--- config.mk ---
export PLATFORM = sky130hd
export DESIGN_NAME = imhq_pos_mem
export DESIGN_NICKNAME = d
export VERILOG_FILES = /design/src/rtl/imhq_pkg.sv /design/src/rtl/imhq_pos_mem.sv
export SDC_FILE = /design/constraint.sdc
export NUM_CORES = 2
export LEC_CHECK = 0
export BUFFER_PORTS_ARGS = -buffer_cell sky130_fd_sc_hd__buf_2
export CAP_MARGIN = 25
export CORE_MARGIN = 10
export CORE_UTILIZATION = 41
export DETAILED_ROUTE_END_ITERATION = 10
export GPL_ROUTABILITY_DRIVEN = 1
export PLACE_DENSITY = 0.61
export SETUP_SLACK_MARGIN = 0.2
export SLEW_MARGIN = 40
export SYNTH_ARGS = -nofsm -noshare
export SYNTH_HDL_FRONTEND = slang
export SYNTH_SLANG_ARGS = --single-unit
--- constraint.sdc ---
create_clock -name clock -period 4.3 [get_ports clock]
set_clock_uncertainty 0.15 [all_clocks]
set_input_delay 0 -clock clock [delete_from_list [all_inputs] [get_ports clock]]
set_output_delay 0 -clock clock [all_outputs]
set_load 0.01 [all_outputs]
--- src/rtl/imhq_pkg.sv ---
// Shared constants for the indexed min-heap queue unit.
// Holds operation and status codes, sizes and the present command type; no dependencies.
package imhq_pkg;
   localparam logic [1:0] MODE_INSERT  = 2'd0;
   localparam logic [1:0] MODE_UPDATE  = 2'd1;
   localparam logic [1:0] MODE_EXTRACT = 2'd2;

   localparam logic [2:0] STATUS_OK      = 3'd0;
   localparam logic [2:0] STATUS_EMPTY   = 3'd1;
   localparam logic [2:0] STATUS_FULL    = 3'd2;
   localparam logic [2:0] STATUS_ABSENT  = 3'd3;
   localparam logic [2:0] STATUS_PRESENT = 3'd4;

   localparam int KEY_BITS = 8;
   localparam int NUM_KEYS = 256;
   localparam int REQ_BYTES_BITS = 48;
   localparam int RSP_BYTES_BITS = 96;

   typedef struct packed {
      logic                set;
      logic                clear;
      logic [KEY_BITS-1:0] key;
   } present_cmd_type;
endpackage

--- src/rtl/imhq_pos_mem.sv ---
// Key-to-position memory with a present flag per key.
// Depends on imhq_pkg for key sizes and the present command type.
module imhq_pos_mem
   import imhq_pkg::*;
#(
   parameter int POS_BITS = 8
) (
   input  logic                clock,
   input  logic                reset,
   input  logic                wr_en,
   input  logic [KEY_BITS-1:0] wr_key,
   input  logic [POS_BITS-1:0] wr_pos,
   input  logic [KEY_BITS-1:0] rd_key,
   output logic [POS_BITS-1:0] rd_pos,
   input  present_cmd_type     present_cmd,
   input  logic [KEY_BITS-1:0] probe_key,
   output logic                probe_present
);
   logic [POS_BITS-1:0] mem_ff [NUM_KEYS];
   logic [POS_BITS-1:0] rd_pos_ff;
   logic [NUM_KEYS-1:0] present_ff;

   always_ff @(posedge clock) begin
      if (wr_en) begin
         mem_ff[wr_key] <= wr_pos;
      end
      rd_pos_ff <= mem_ff[rd_key];
   end

   always_ff @(posedge clock) begin
      if (reset) begin
         present_ff <= '0;
      end else if (present_cmd.set) begin
         present_ff[present_cmd.key] <= 1'b1;
      end else if (present_cmd.clear) begin
         present_ff[present_cmd.key] <= 1'b0;
      end
   end

   assign rd_pos        = rd_pos_ff;
   assign probe_present = present_ff[probe_key];
endmodule

Word-level counts from Yosys, hierarchy flattened
Memory sizes are Yosys's and may differ from the RTL's. A register that Yosys moved wholly into a read port is not among the register bits.
Index checks and enable logic that the tools add are counted.
Word-level totals
  memories: 1
  output and inout port bits: 9
  register bits after elaboration: 256
  word-level logic and storage cells: 18
  input bits: 45
  RAM bits: 2048
Cells by class
  order comparisons: 3
  mux-type cells: 8
  reduce and logical (&&, ||, !) cells: 2
  bitwise gates (word level): 3
Memory list
  mem_ff: depth 256, bits a word 8, rd ports 1, clocked after Yosys merged registers in 1, write ports 1, line imhq_pos_mem.sv:19  | logic [POS_BITS-1:0] mem_ff [NUM_KEYS];
Operators with widths (number)
  256-bit 2-to-1 mux: 2
  256-bit bitwise AND: 1
  256-bit inverter: 1
  256-bit bitwise OR: 1
  8-bit by 9-bit less-than comparator with 1-bit output, second input constant: 2
  1-bit binary-select mux with 8-bit select: 1
  1-bit demux with 8-bit select: 1
  8-bit by 1-bit >= comparator with 1-bit output, second input constant: 1
  1-bit 2-to-1 mux: 4
  2-bit nonzero test: 1
  1-bit logical AND: 1

Logic depth before layout (Yosys ltp)
  word-level depth: 8
  depth in mapped cells: 13
  gate-level depth less buffers: 7

Least setup slack after synthesis
Ideal clock, no wire load.
  path type: input to register
  start point: input port rd_key[1]
  end point: register rd_pos_ff[3] (netlist: rd_pos[3]) (read register of mem_ff)
  path buffers: 3
  setup time: 0.128 ns
  setup slack: 2.082 ns
  arrival: 1.940 ns
  data required time: 4.022 ns
  stages on the path: 8
  path through: buf_4 -> buf_4 -> buf_2 -> mux4_2 -> mux4_2 -> a211o_1 -> a211oi_1 -> a211oi_2
RTL lines
  start, declared: line imhq_pos_mem.sv:13  | input logic [KEY_BITS-1:0] rd_key,
  end, declared: line imhq_pos_mem.sv:20  | logic [POS_BITS-1:0] rd_pos_ff;

==> results.yml <==
logic_synthesis:
  ys_dominant_reg_cell: "edfxtp_1"
  synth-async-reset-ratio_pct: 0
  syn_nets: 5257
  synth_most_common_cell: "edfxtp_1"
  synth_common_cells: "edfxtp_1 (2,048), mux4_2 (496), nor2_1 (327), a21oi_1 (320), mux2i_1 (300)"
  synthCells: 5212
  synth_warnings: 0
  part_of_the_yosys_area_used_for_sequential_elements_pct: 72.7
  synth_area_um2: 91900
  synth_cell_type_count: 49
  synth_top_cell_area_share_pct: 66.9
  synth_area_per_cell_um2: 17.6
  ys_seq_elements: 2312
  number_of_flops_mapped_to_enable_cells_by_yosys: 2048
  yosys.area.top_type: "edfxtp_1"
  synth.area.top_cells: "edfxtp_1 (67%), mux4_2 (12%), dfxtp_1 (5.8%)"
sta:
  max_freq_mhz: 263
  period_share_pct: 88.4
  fin_tns_setup_ns: 0
  timing.final.max_slew_violations: 0
  min_period_ns: 3.80
  worst_pin_slew_ns: 0.885
  max_slew_margin_pct: 40.9
  final_hold_viol_count: 0
  finalSetupViolations: 0
  setup_repair_after_global_routing_missed_its_margin: "false"
clock_network:
  clock_sink_count: 2312
  cts-resized-gates: 0
  cts.root.buffer_cell: "clkbuf_16"
  clk_transition_reported_paths_ns: 0.06
  worst_skew_pair.late_latency_ns: 0.91
  cts_tree: "done"
  cts-htree-levels: 4
  cts_made_buffers: 227
  max-clock-path-buffers: 3
finish:
  area_delta_synth_final_pct: 14.0
  multiInputGateArea_um2: 23600
  total_number_of_nets_in_the_final_design: 5405
  post_route_design_area_um2: 105000
  fin_util_pct: 47.1
  final_layout_size_suffix_gt1_share_pct: 22.1
  layout.filler_cells: 18755
  sequential_cell_area_um2: 66800
global_route:
  grt_first_pass_wirelength_mm: 354
  first_global_vias: 50587
  grt_remaining_overflow: 0
  grt_max_degree: 145
  grt_antenna_before_repair: 8
  grt_overall_usage_pct: 19.4
setup_path:
  critical_path.max_fanout: 13
  setup.worst_path.end_class: "flip-flop"
  crit_start: "present_cmd[5]"
  worst_setup_path_start_kind: "primary input"
  ff2ff_path_depth: 6
  cp_data_arrival_time_ns: 4.45
  rr_startpoint: "mem_ff[174][6]"
  endpoint_required_time_on_the_critical_path_ns: 4.95
  crit_type: "primary input to flip-flop"
route:
  drt_first_pass_iters: 8
  drt_first_iter_violations: 6007
  routed_wire_length_per_instance_um: 28.5
  final_antenna_net_count: 0
  via_per_inst: 5.96
  detailroute.via_count: 50858
  drc: 0
  postRouteWirelength_mm: 243
die:
  num_rows: 173
  io_pins: 54
  fp.dieH_um: 493
  die_w_um: 493
  core_area_um2: 223000
  start_util_pct: 41.3
  dieArea_um2: 243000
power_and_ir_drop:
  power.static_leakage_uw: 0.0324
  peakVddDrop_mv: 0.502
  powerDensity_nw_per_um2: 451
place:
  dp_hpwl_mm: 147
  dpl_cell_area_um2: 95900
  count_of_buffers_from_port_buffering: 53
  finalWeightedCongestion: 0.885
job:
  cap_viol_max_count: 0
status:
  run_status: "finished clean"
hold_path:
  hold-path-cell-count: 2
  min-delay-start: "wr_pos[7]"
  worstHoldPathType: "primary input to flip-flop"
critical path, stage by stage:
cell and delay (ns):
dlygate4sd3_1 0.58, buf_2 0.29, nand2_1 0.25, nor3_1 0.58, nand3b_1 0.13, dlygate4sd3_1 0.68, nor2_1 0.11, dlygate4sd3_1 0.56
nand2_1 0.05, dlygate4sd3_1 0.56, a21oi_1 0.11, dlygate4sd3_1 0.55
path summary, 6_finish.rpt:
path,end,slack (ns)
max,flip-flop,0.50
min,mem_ff[235][7],0.07
max reg2reg,rd_pos[6],1.00
min reg2reg,flip-flop,0.32
stage by stage:
| stage | hold slack (ns) | instances | setup WS [ns] | power (uW) |
|---|---|---|---|---|
| after global routing | 0.0891 | 8538 | 0.407 | 48600 |
| after CTS | 0.0102 | 8527 | 0.688 | 47500 |
| final | 0.0703 | 8539 | 0.499 | 47200 |
| after floorplan | -0.0511 | 5212 | 2.08 | 26300 |
| after global placement | 0.242 | 8023 | 0.833 | 27400 |
| after detailed placement | 0.256 | 8028 | 0.872 | 27400 |
cell type report:
| type | count | area share (%) |
|---|---|---|
| Antenna cell | 1 | 0.00239 |
| Timing Repair Buffer | 304 | 2.83 |
| Inverter | 5 | 0.0251 |
| Clock inverter | 133 | 1.51 |
| Clock buffer | 299 | 5.80 |
| Multi-Input combinational cell | 2510 | 22.5 |
| Tap cell | 2975 | 3.55 |
| Sequential cell | 2312 | 63.8 |
cell usage in the layout, fill, tap and decap left out, types with 5 or more instances in the layout:
master,count
nor2b_1,24
a211o_1,5
a22o_1,6
nor3_1,52
a22oi_1,30
buf_16,9
clkbuf_1,58
buf_12,26
a211oi_1,25
clkinv_16,12
nand2_2,8
nor2_2,127
clkbuf_16,229
nor2_1,196
a311oi_1,6
o221ai_1,83
nand3_2,11
nor4_1,10
clkinv_2,37
buf_2,38
clkinv_1,48
nand2b_1,12
a221oi_1,9
or2_2,6
clkbuf_8,10
nand4_1,12
buf_8,10
o22ai_1,98
a21oi_1,320
buf_4,148
nand3_1,271
mux2i_1,300
edfxtp_1,2048
bufinv_16,24
mux4_2,496
o21ai_0,265
dlygate4sd3_1,68
nand2_1,89
dfxtp_1,264
report_power, final:
group / total [uW] / switching (uW) / internal (uW)
Combinational: 2530 / 1670 / 853
Clock: 20200 / 8730 / 11500
Sequential: 24500 / 39.8 / 24500
Total: 47200 / 10400 / 36800
metal layers:
metal	vias to the layer above	global-route usage (%)	wire [um]	share of wire [%]
met5	-	0	0	0
met2	2358	31.0	117000	48
met4	0	6.31	7530	3.1
met1	26634	27.2	99600	41
li1	21429	-	-	-
met3	437	3.41	19400	8.0
what timing repair did:
| action | in CTS | in global routing |
|---|---|---|
| buffers inserted | 0 | 0 |
| setup endpoints to repair | 0 | 0 |
| hold buffers | 67 | 5 |
| endpoints found under the hold margin | 2786 | 127 |
kinds of logic (layout without fill, tap and decap cells):
| group | after synthesis | count (layout) | synth area share [%] |
|---|---|---|---|
| AOI/OAI and AO/OA | 864 | 864 | 5.51 |
| buffers and inverters | 390 | 741 | 2.17 |
| DFF | 2312 | 2312 | 72.7 |
| muxes | 799 | 799 | 15.5 |
| other | 0 | 1 | 0 |
| and+or+nand+nor | 847 | 847 | 4.18 |
Note: power is estimated with default switching activity, not from simulation.
